## src/sv/ppcm_pkg.sv

```systemverilog
package ppcm_pkg;

	// Fixed sizes of the command mux.
	localparam int NUM_SOURCES = 4;
	localparam int SRC_W       = 2;
	localparam int OWN_W       = SRC_W + 1;
	localparam int WORD_BITS   = 32;
	localparam int PRIO_W      = 8;
	localparam int TMO_W       = 16;
	localparam int GLB_W       = TMO_W + 1;
	localparam int ADDR_W      = 5;
	localparam int DATA_W      = 64;

	// Owner code for a channel that nobody holds.
	localparam logic [OWN_W-1:0] VACANT = OWN_W'(4);

	// Item kinds.
	localparam logic [1:0] KIND_ANGLE = 2'd0;
	localparam logic [1:0] KIND_SPEED = 2'd1;
	localparam logic [1:0] KIND_TICK  = 2'd2;

	// Register indexes, taken from paddr[4:3].
	localparam logic [1:0] REG_ANGLE_PRIO = 2'd0;
	localparam logic [1:0] REG_ANGLE_TMO  = 2'd1;
	localparam logic [1:0] REG_SPEED_PRIO = 2'd2;
	localparam logic [1:0] REG_SPEED_TMO  = 2'd3;

	// What a channel reports about the item it is looking at.
	typedef struct packed {
		logic             grant;
		logic             changed;
		logic             idle;
		logic [OWN_W-1:0] last;
	} chan_stat_t;

	// Longest of the four packed timeouts.
	function automatic logic [TMO_W-1:0] longest_tmo(input logic [DATA_W-1:0] tmo);
		logic [TMO_W-1:0] m01;
		logic [TMO_W-1:0] m23;
		m01 = (tmo[15:0] > tmo[31:16]) ? tmo[15:0] : tmo[31:16];
		m23 = (tmo[47:32] > tmo[63:48]) ? tmo[47:32] : tmo[63:48];
		return (m01 > m23) ? m01 : m23;
	endfunction

endpackage

```

## src/sv/ppcm_chan.sv

```systemverilog
module ppcm_chan (
	input  logic                               clk,
	input  logic                               arst_n,
	input  logic                               step,
	input  logic                               tick,
	input  logic                               cmd,
	input  logic [ppcm_pkg::SRC_W-1:0]          src,
	input  logic [31:0]                        prio,
	input  logic [ppcm_pkg::DATA_W-1:0]         tmo,
	input  logic [ppcm_pkg::TMO_W-1:0]          longest,
	output ppcm_pkg::chan_stat_t               stat
);
	import ppcm_pkg::*;

	logic [OWN_W-1:0]       owner_q;
	logic [OWN_W-1:0]       last_q;
	logic [NUM_SOURCES-1:0] src_run_q;
	logic [TMO_W-1:0]       src_rem_q [NUM_SOURCES];
	logic                   glb_run_q;
	logic [GLB_W-1:0]       glb_rem_q;

	logic [TMO_W-1:0]       src_dec [NUM_SOURCES];
	logic [NUM_SOURCES-1:0] src_exp;
	logic [GLB_W-1:0]       glb_dec;
	logic                   glb_exp;
	logic [SRC_W-1:0]       own_idx;
	logic                   src_hit;
	logic                   glb_hit;
	logic [PRIO_W-1:0]      src_prio;
	logic [PRIO_W-1:0]      own_prio;
	logic                   grant;

	// Countdown of every running timer on a tick; reaching zero is an expiry.
	always_comb begin
		for (int i = 0; i < NUM_SOURCES; i++) begin
			src_dec[i] = (src_rem_q[i] == '0) ? '0 : src_rem_q[i] - 1'b1;
			src_exp[i] = src_run_q[i] && (src_dec[i] == '0);
		end
		glb_dec = (glb_rem_q == '0) ? '0 : glb_rem_q - 1'b1;
		glb_exp = glb_run_q && (glb_dec == '0);
	end

	// The owner is vacated by its own timer first, else by the channel timer.
	assign own_idx = owner_q[SRC_W-1:0];
	assign src_hit = (owner_q != VACANT) && src_exp[own_idx];
	assign glb_hit = glb_exp && !src_hit && (owner_q != VACANT);

	// Grant when vacant, already owned, or strictly higher priority.
	assign src_prio = prio[{src, 3'b000} +: PRIO_W];
	assign own_prio = prio[{own_idx, 3'b000} +: PRIO_W];
	assign grant = (owner_q == VACANT) || (owner_q == {1'b0, src}) || (src_prio > own_prio);

	assign stat.grant   = cmd && grant;
	assign stat.changed = cmd && grant && (owner_q != {1'b0, src});
	assign stat.idle    = tick && (src_hit || glb_hit);
	assign stat.last    = last_q;

	// Channel state update, one item per step.
	always_ff @(posedge clk or negedge arst_n) begin
		if (!arst_n) begin
			owner_q   <= VACANT;
			last_q    <= VACANT;
			src_run_q <= '0;
			glb_run_q <= 1'b0;
			glb_rem_q <= '0;
			for (int i = 0; i < NUM_SOURCES; i++) begin
				src_rem_q[i] <= '0;
			end
		end else if (step && tick) begin
			for (int i = 0; i < NUM_SOURCES; i++) begin
				if (src_run_q[i]) begin
					src_run_q[i] <= !src_exp[i];
					src_rem_q[i] <= src_dec[i];
				end
			end
			if (glb_run_q) begin
				glb_run_q <= !glb_exp;
				glb_rem_q <= glb_dec;
			end
			if (src_hit || glb_hit) begin
				owner_q <= VACANT;
			end
		end else if (step && cmd) begin
			glb_run_q      <= 1'b1;
			glb_rem_q      <= {longest, 1'b0};
			src_run_q[src] <= 1'b1;
			src_rem_q[src] <= tmo[{src, 4'b0000} +: TMO_W];
			if (grant) begin
				owner_q <= {1'b0, src};
				last_q  <= {1'b0, src};
			end
		end
	end

endmodule

```

## src/sv/paired_priority_command_mux.sv

```systemverilog
// Paired priority command mux.
// Input stream: s_tuser holds the item kind (angle command, speed command or
// tick), s_tdata holds the source index and the 32-bit command word. Every
// accepted beat gives exactly one output beat: m_tuser carries the forward,
// channel, announce and idle flags, m_tdata the forwarded word and the
// announced source.
// Each channel grants a command to its source when the channel is vacant,
// already held by that source, or the source outranks the owner. A command is
// forwarded only when both channels last granted the same source. Ticks count
// per-source and per-channel timers down and vacate owners on expiry.
// A beat goes through one input register, then a single pass of compare and
// counter logic into the output register.
// One beat is accepted every cycle; a stalled receiver holds the output
// register, and the input register then fills and drops s_tready.
// Reset clears all owners to vacant, stops all timers and zeroes the
// configuration registers. The APB port writes priorities and timeouts at byte addresses
// 0, 8, 16 and 24; it is to be written only while no beat is in flight.
module paired_priority_command_mux (
	input  logic                          clk,
	input  logic                          arst_n,
	// APB configuration port
	input  logic                          psel,
	input  logic                          penable,
	input  logic                          pwrite,
	input  logic [ppcm_pkg::ADDR_W-1:0]    paddr,
	input  logic [ppcm_pkg::DATA_W-1:0]    pwdata,
	output logic [ppcm_pkg::DATA_W-1:0]    prdata,
	output logic                          pready,
	// Input stream
	input  logic                          s_tvalid,
	output logic                          s_tready,
	input  logic [39:0]                   s_tdata,  // source[1:0], command_word[33:2], zeros
	input  logic [1:0]                    s_tuser,  // kind[1:0]
	// Output stream
	output logic                          m_tvalid,
	input  logic                          m_tready,
	output logic [39:0]                   m_tdata,  // forward_word[31:0], announce_source[33:32], zeros
	output logic [3:0]                    m_tuser   // forward_valid, forward_channel,
	                                                // announce_valid, idle_announce
);
	import ppcm_pkg::*;

	// Configuration registers
	logic [31:0]       angle_prio_q;
	logic [DATA_W-1:0] angle_tmo_q;
	logic [31:0]       speed_prio_q;
	logic [DATA_W-1:0] speed_tmo_q;
	logic [TMO_W-1:0]  angle_longest_q;
	logic [TMO_W-1:0]  speed_longest_q;
	logic              cfg_wr;

	// Input register
	logic                 valid_s1;
	logic [1:0]           kind_s1;
	logic [SRC_W-1:0]     src_s1;
	logic [WORD_BITS-1:0] word_s1;

	// Output register
	logic                 m_valid_q;
	logic                 fwd_q;
	logic                 fwd_ch_q;
	logic [WORD_BITS-1:0] fwd_word_q;
	logic                 ann_q;
	logic [SRC_W-1:0]     ann_src_q;
	logic                 idle_q;

	logic              announce_pending_q;
	logic              advance;
	logic              is_tick;
	logic              is_angle;
	logic              is_speed;
	chan_stat_t        angle_stat;
	chan_stat_t        speed_stat;
	chan_stat_t        cur_stat;
	logic [OWN_W-1:0]  other_last;
	logic              granted;
	logic              pending_now;
	logic              fwd;
	logic              ann;
	logic              idle;

	// Register writes; the longest timeout of each channel is kept alongside.
	assign pready = 1'b1;
	assign cfg_wr = psel && penable && pwrite && pready;

	always_ff @(posedge clk or negedge arst_n) begin
		if (!arst_n) begin
			angle_prio_q    <= '0;
			angle_tmo_q     <= '0;
			speed_prio_q    <= '0;
			speed_tmo_q     <= '0;
			angle_longest_q <= '0;
			speed_longest_q <= '0;
		end else if (cfg_wr) begin
			unique case (paddr[4:3])
				REG_ANGLE_PRIO: angle_prio_q <= pwdata[31:0];
				REG_ANGLE_TMO: begin
					angle_tmo_q     <= pwdata;
					angle_longest_q <= longest_tmo(pwdata);
				end
				REG_SPEED_PRIO: speed_prio_q <= pwdata[31:0];
				REG_SPEED_TMO: begin
					speed_tmo_q     <= pwdata;
					speed_longest_q <= longest_tmo(pwdata);
				end
				default: ;
			endcase
		end
	end

	// Register read-back.
	always_comb begin
		unique case (paddr[4:3])
			REG_ANGLE_PRIO: prdata = {32'd0, angle_prio_q};
			REG_ANGLE_TMO:  prdata = angle_tmo_q;
			REG_SPEED_PRIO: prdata = {32'd0, speed_prio_q};
			REG_SPEED_TMO:  prdata = speed_tmo_q;
			default:        prdata = '0;
		endcase
	end

	// Handshake: the input register moves on when the output register is free.
	assign advance  = valid_s1 && (!m_valid_q || m_tready);
	assign s_tready = !valid_s1 || advance;

	always_ff @(posedge clk or negedge arst_n) begin
		if (!arst_n) begin
			valid_s1 <= 1'b0;
		end else if (s_tready) begin
			valid_s1 <= s_tvalid;
		end
	end

	always_ff @(posedge clk) begin
		if (s_tvalid && s_tready) begin
			kind_s1 <= s_tuser;
			src_s1  <= s_tdata[1:0];
			word_s1 <= s_tdata[33:2];
		end
	end

	assign is_tick  = (kind_s1 == KIND_TICK);
	assign is_angle = (kind_s1 == KIND_ANGLE);
	assign is_speed = (kind_s1 == KIND_SPEED);

	ppcm_chan u_angle (
		.clk     (clk),
		.arst_n  (arst_n),
		.step    (advance),
		.tick    (is_tick),
		.cmd     (is_angle),
		.src     (src_s1),
		.prio    (angle_prio_q),
		.tmo     (angle_tmo_q),
		.longest (angle_longest_q),
		.stat    (angle_stat)
	);

	ppcm_chan u_speed (
		.clk     (clk),
		.arst_n  (arst_n),
		.step    (advance),
		.tick    (is_tick),
		.cmd     (is_speed),
		.src     (src_s1),
		.prio    (speed_prio_q),
		.tmo     (speed_tmo_q),
		.longest (speed_longest_q),
		.stat    (speed_stat)
	);

	// Forward only when the other channel last granted the same source.
	assign cur_stat    = is_speed ? speed_stat : angle_stat;
	assign other_last  = is_speed ? angle_stat.last : speed_stat.last;
	assign granted     = cur_stat.grant;
	assign pending_now = announce_pending_q || cur_stat.changed;
	assign fwd         = granted && (other_last == {1'b0, src_s1});
	assign ann         = fwd && pending_now;
	assign idle        = angle_stat.idle || speed_stat.idle;

	// Pending announcement of a new owner.
	always_ff @(posedge clk or negedge arst_n) begin
		if (!arst_n) begin
			announce_pending_q <= 1'b0;
		end else if (advance && granted) begin
			announce_pending_q <= fwd ? 1'b0 : pending_now;
		end
	end

	// Output register.
	always_ff @(posedge clk or negedge arst_n) begin
		if (!arst_n) begin
			m_valid_q <= 1'b0;
		end else if (advance) begin
			m_valid_q <= 1'b1;
		end else if (m_tready) begin
			m_valid_q <= 1'b0;
		end
	end

	always_ff @(posedge clk) begin
		if (advance) begin
			fwd_q      <= fwd;
			fwd_ch_q   <= fwd && is_speed;
			fwd_word_q <= fwd ? word_s1 : '0;
			ann_q      <= ann;
			ann_src_q  <= ann ? src_s1 : '0;
			idle_q     <= is_tick && idle;
		end
	end

	assign m_tvalid = m_valid_q;
	assign m_tdata  = {6'd0, ann_src_q, fwd_word_q};
	assign m_tuser  = {idle_q, ann_q, fwd_ch_q, fwd_q};

	// An announcement always rides on a forwarded command.
	a_ann_with_fwd: assert property (@(posedge clk) disable iff (!arst_n)
		m_tvalid |-> !(m_tuser[2] && !m_tuser[0]))
		else $error("announce without forwarded command");

	// Idle is only reported for ticks, never with a forwarded command.
	a_idle_not_fwd: assert property (@(posedge clk) disable iff (!arst_n)
		m_tvalid |-> !(m_tuser[3] && m_tuser[0]))
		else $error("idle reported with a forwarded command");

	// A forwarded command leaves no announcement pending.
	a_pending_clear: assert property (@(posedge clk) disable iff (!arst_n)
		(advance && fwd) |=> !announce_pending_q)
		else $error("announcement still pending after forward");

endmodule
```

## config.mk

```make
export PLATFORM = sky130hd
export DESIGN_NAME = paired_priority_command_mux
export DESIGN_NICKNAME = d
export VERILOG_FILES = /design/src/sv/ppcm_pkg.sv /design/src/sv/ppcm_chan.sv /design/src/sv/paired_priority_command_mux.sv
export SDC_FILE = /design/constraint.sdc
export NUM_CORES = 1
export LEC_CHECK = 0
export ABC_AREA = 1
export BUFFER_PORTS_ARGS = -buffer_cell sky130_fd_sc_hd__buf_4
export CAP_MARGIN = 15
export CORE_MARGIN = 5
export CORE_UTILIZATION = 45
export CTS_BUF_LIST = sky130_fd_sc_hd__clkbuf_4 sky130_fd_sc_hd__clkbuf_8 sky130_fd_sc_hd__clkbuf_16
export DETAILED_ROUTE_END_ITERATION = 8
export PLACE_DENSITY = 0.6
export SKIP_LAST_GASP = 1
export SLEW_MARGIN = 20
export SYNTH_ARGS = -nofsm -noshare
export SYNTH_HDL_FRONTEND = slang
export SYNTH_HIERARCHICAL = 1
export SYNTH_SLANG_ARGS = --single-unit
```

## constraint.sdc

```tcl
create_clock -name clk -period 4.52 [get_ports clk]
set_input_delay 0.452 -clock clk [delete_from_list [all_inputs] [get_ports clk]]
set_output_delay 0.452 -clock clk [all_outputs]
set_load 0.02 [all_outputs]
```

## Word level (Yosys, flattened, before mapping)

Cells that the tools add are included.

- Logic and storage cells: 271
- Register bits: 485
- Input port bits: 118

- Reductions and logical operators: 105
- Bitwise gates (word level): 4
- Order comparisons: 11
- Eq/ne operators: 26
- Add/sub/neg operators: 10
- Muxes and demuxes: 73
- Shift-type cells: 6

Operator list:

| kind | count |
|---|---|
| $mux 16 | 20 |
| $logic_not 16->1 | 16 |
| $mux 64 | 4 |
| $pmux 64 s4 | 1 |
| $mux 17 | 8 |
| $bwmux 64 | 2 |
| $shiftx 32x6->8 | 4 |
| $shiftx 64x7->16 | 2 |
| $sub 16x1->16 const B | 8 |
| $logic_not 17->1 | 4 |
| $gt 16x16->1 | 3 |
| $logic_and 1x1->1 | 36 |
| $sub 17x1->17 const B | 2 |
| $demux 16 s2 | 1 |
| $reduce_and 2->1 | 14 |
| $mux 3 | 9 |
| $ne 2x1->1 const B | 12 |
| $mux 1 | 20 |
| $gt 8x8->1 | 2 |
| $mux 4 | 4 |
| $logic_not 1->1 | 14 |
| $reduce_and 3->1 | 4 |
| $logic_or 1x1->1 | 10 |
| $reduce_bool 2->1 | 5 |
| 17 further kinds | 30 |

## Longest topological paths before layout

- Depth in word-level cells: 15
- Mapped depth: 30
- Mapped depth without buffers: 28

## Modules after synthesis

The synthesis kept the hierarchy.

Modules (own cells, without submodules):

| module | cells an instance | area an instance (um^2) | times used |
|---|---|---|---|
| paired_priority_command_mux | 1,588 | 14,219.9 | 1 |
| ppcm_chan (u_angle) | 1,230 | 7,837.5 | 1 |
| ppcm_chan (u_speed) | 1,197 | 7,748.7 | 1 |

## Least setup slack after synthesis

OpenSTA, ideal clock, no wires.

- Path kind: register to register
- Start: register m_valid_q, in the netlist m_tvalid
- End: register u_speed/src_rem_q[10] in the netlist's numbering
- Cell stages (with the launch flop): 11
- Path buffers: 2
- Required time: 4.382 ns
- Arrival: 3.941 ns
- Slack: 0.441 ns
- Path through: dfrtp_1 > nand2_1 > inv_1 > nor2_1 > nand2_1 > inv_1 > clkbuf_1 > nand2_1 > o21ai_1 > clkbuf_1 > a31oi_1

- Word-level cells in the longest chain between the ends: 6

RTL lines:

| item | line | RTL |
|---|---|---|
| start: declaration | paired_priority_command_mux.sv:59 | `logic m_valid_q;` |
| start signal: assignment | paired_priority_command_mux.sv:193 | `m_valid_q <= 1'b0;` |
| start signal: assignment | paired_priority_command_mux.sv:195 | `m_valid_q <= 1'b1;` |
| start signal: assignment | paired_priority_command_mux.sv:197 | `m_valid_q <= 1'b0;` |
| $logic_not 1->1 (*) | paired_priority_command_mux.sv:123 | `assign advance = valid_s1 && (!m_valid_q \|\| m_tready);` |
| $logic_or 1x1->1 (*) | paired_priority_command_mux.sv:123 |  |
| $logic_and 1x1->1 (*) | paired_priority_command_mux.sv:123 |  |
| net advance | paired_priority_command_mux.sv:68 | `logic advance;` |
| $logic_and 1x1->1, on equally long branches | ppcm_chan.sv:69, ppcm_chan.sv:83 |  |
| $ne 2x1->1 (no source line) / $reduce_bool 2->1 (equally long branches) | n/a |  |
| $reduce_and 2->1 (no source line) | n/a |  |
| end signal: indexed assignment | ppcm_chan.sv:73 | `src_rem_q[i] <= src_dec[i];` |
| end signal: indexed assignment | ppcm_chan.sv:87 | `src_rem_q[src] <= tmo[{src, 4'b0000} +: TMO_W];` |
| end: declaration | ppcm_chan.sv:18 | `logic [TMO_W-1:0] src_rem_q [NUM_SOURCES];` |

Mark *: on every way through the listed nets, which the timed path passes. The rest lies on a longest branch.
A chain may end at the register's enable or synchronous reset.

==> qor.csv <==
stage,metric,value,unit
logic_synthesis,Post-synth ARST share,84.7,%
worst_setup_path,Critical path destination,fwd_word_q[25]$_SDFFCE_PN0P_,
cells_and_area,nets,4386,
logic_synthesis,dominant synthesized flop cell,dfrtp_1,
placed_design,"worst slack, placed",0.732,ns
logic_synthesis,Area contributors post-synth,"dfrtp_1, nand2_1, nand3_1",
timing,final hold slack,0.0403,ns
timing,actual slew at the worst max-slew pin,0.948,ns
drt,Vias,28200,
floorplan,Rows,94,
worst_hold_path,worst min-delay path category,in -> reg,
logic_synthesis,Mapped Area,0.0298,sq mm
logic_synthesis,Synth Warn #,6,
drt,Routed WL,99.1,mm
worst_setup_path,crit path max fanout,18,
drt,antenna-violating nets left,0,
run_status,status,"complete, no violations",
logic_synthesis,top-count cell post-synth,nand2_1,
floorplan,Die Y,267,microns
cts,CTS Buf Count,57,
floorplan,# IOs,229,
power_and_ir_drop,"Power, Total",19.0,mW
logic_synthesis,Netlist cell types,58,
drt,drt wl/cell,19.4,microns
timing,Fmax,0.263,GHz
drt,met2 wire length,44.1,mm
logic_synthesis,sequential share of the synthesized area,42.0,%
floorplan,core area,0.0657,sq mm
timing,setup tns final,0,ns
drt,DRT Pass-1 Iters,6,
logic_synthesis,Mapped Avg Cell Area,7.42,sq um
cts,CTS tree,done,
cts,clk buf depth,3,
cells_and_area,P&R area growth vs syn,15.7,%
floorplan,Die ar.,0.0715,sq mm
cts,post_cts resized,0,
timing,Hold Fails Final Rpt,0,
worst_setup_path,CP endpoint kind,register,
logic_synthesis,cell taking the most area after synthesis,dfrtp_1,
cts,Skew-Pair Late Insertion Delay,0.63,ns
timing,Final Max Tran Viols,0,
placed_design,RePlAce Congestion,0.935,
timing,Setup WS post-layout,0.714,ns
power_and_ir_drop,leakage power,16.0,nW
logic_synthesis,share of the synthesized area in the top cell type,34.2,%
drt,Met1 Wirelength,45.5,mm
worst_setup_path,Worst R2R Start,src_s1[1]$_DFFE_PP_,
timing,worst rel slew slack,36.6,%
cells_and_area,share of cells above drive strength 1,13.0,%
global_routing,initial antenna violation count,1,
worst_setup_path,Worst R2R Path Depth,22,
global_routing,number of global-route vias before repair,26100,
global_routing,All-Layer GR Usage,27.0,%
logic_synthesis,Syn Inst Count,4015,
worst_setup_path,startpoint types,register,
timing,Worst Skew,0.0191,ns
placed_design,IO Port Bufs,212,
global_routing,grt ovf,0,
drt,Remaining DRCs,0,
global_routing,global-route wire length before repair,153,mm
logic_synthesis,Yosys reg bits,485,
job,max-capacitance violation count,0,
placed_design,HPWL after DPL,73.6,mm
power_and_ir_drop,Max IR drop VDD,0.327,mV
logic_synthesis,Post-synth EDFFs,74,
timing,RSZ-0062 raised after global routing,no,
power_and_ir_drop,power density over the cells,551,mW/mm^2
worst_setup_path,RR Endpoint,fwd_word_q[25]$_SDFFCE_PN0P_,
drt,Initial DRC Count,2973,
worst_setup_path,CP Class,reg -> reg,
worst_setup_path,reg2reg setup slack,0.71,ns
drt,DR vias/cell,5.53,
cts,root buf cell,clkbuf_16,
drt,DR WL met3,6.40,mm
drt,max layer used,met4,
worst_setup_path,WP data arrival,4.28,ns
worst_hold_path,hold path startpoint,s_tvalid,
cts,CTS sink count,485,
cts,H-tree level count,2,
floorplan,Die X-Extent,267,microns
worst_setup_path,CP Launch Point,src_s1[1]$_DFFE_PP_,
timing,min cycle time layout,3.81,ns
timing,endpoints failing setup,0,
cts,Clock Pin Slew Worst Setup and Hold Paths,0.06,ns
cells_and_area,diode count,0,
global_routing,maximum number of pins on one net before global-route repair,102,
timing,period utilisation layout,84.2,%
floorplan,Initial Util,45.3,%
logic_synthesis,"top cells by count, synth","nand2_1, nand3_1, nor2_1",
worst_setup_path,Worst Path Required,5.00,ns
-- cell families (layout without fill, tap and decap cells) --
family / Yosys count / after routing / synth area share [%]
DFF: 485 / 485 / 42.0
xor gates and xnor gates: 29 / 29 / 0.852
and+or+nand+nor: 2114 / 2114 / 31.8
AOI/OAI and AO/OA: 665 / 665 / 13.2
other: 2 / 7 / 0.0252
buffers and inverters: 642 / 860 / 8.86
adders and majority gates: 78 / 78 / 3.27
-- cell type report --
type	instances	area, sq um
timing repair buffer	306	2450
inverter	447	1680
tap	864	1080
clock inverter	26	258
multi-input combinational	2893	14800
sequential	485	12500
fill	6331	31300
clock buffer	81	1730
-- registers in the layout, summed over array words and instances, names as in the netlist, 16 cells and up --
register,count
u_angle/src_rem_q,64
u_angle/glb_rem_q,17
u_speed/src_rem_q,64
fwd_word_q,32
u_speed/glb_rem_q,17
angle_longest_q,16
angle_prio_q,32
angle_tmo_q,64
word_s1,32
speed_tmo_q,64
speed_longest_q,16
speed_prio_q,32
-- report_power, final --
| group | leakage, nW | internal [mW] | total, mW | switching [mW] |
|---|---|---|---|---|
| logic | 9.32 | 2.56 | 7.05 | 4.49 |
| clock network | 0.984 | 2.85 | 4.83 | 1.97 |
| registers | 5.67 | 5.74 | 7.12 | 1.37 |
-- cells in the final DEF (no fill, tap or decap), drive strengths merged, types with 26 or more instances in the layout --
cell	instances
a21oi	91
inv	447
nor2	507
o2111ai	32
o21ai	291
nand2	968
a22oi	26
o22ai	41
dlygate4sd3	37
ha	78
edfxtp	74
dfrtp	407
nand4	121
buf	269
a31oi	122
nand3	469
clkbuf	81
-- critical path, cell delays in order, from the launching register on --
cell      delay, ns
edfxtp_1       0.56
buf_4          0.23
nand2_1        0.06
inv_1          0.24
a22oi_1        0.25
nand2_1        0.07
ha_1           0.27
inv_1          0.05
nor2_1         0.09
nor2_1         0.05
o21ai_0        0.14
a21oi_1        0.08
o21ai_0        0.17
o41ai_1        0.11
buf_4          0.16
nand2_1        0.09
nand2_1        0.07
inv_1          0.05
inv_1          0.04
o21ai_0        0.34
nand2_2        0.21
buf_12         0.21
nor2_1         0.10
-- worst min-delay path by stage --
stage                     cells after the start                              to  slack, ns
after floorplan                               0  angle_longest_q[0]$_DFFE_PN0P_       0.16
after global placement                        2   u_speed/last_q[2]$_DFFE_PN1P_       0.43
after detailed placement                      2   u_angle/last_q[2]$_DFFE_PN1P_       0.45
after CTS                                     3            valid_s1$_DFFE_PN0N_      0.006
after global routing                          3            valid_s1$_DFFE_PN0N_       0.02
final                                         3            valid_s1$_DFFE_PN0N_       0.04
-- per-stage QoR --
stage	std cells	util [%]	instance area (sq um)
floorplan	4020	-	29800
global placement	4958	48.8	32100
detailed placement	4958	48.8	32100
CTS	5102	52.4	34500
global route	5102	52.4	34500
finish	5102	52.4	34500
-- routing by layer --
| layer | vias to the layer above | track usage [%] |
|---|---|---|
| met5 | - | 0 |
| met4 | 0 | 7.75 |
| met3 | 156 | 3.54 |
| met2 | 900 | 41.4 |
| met1 | 13300 | 40.2 |
| li1 | 13800 | - |
-- timing repair --
action                                 in CTS  in global routing
hold buffers                               37                  0
buffers inserted                            0                  0
endpoints found under the hold margin     120                  0
(Power assumes the default switching activity.)
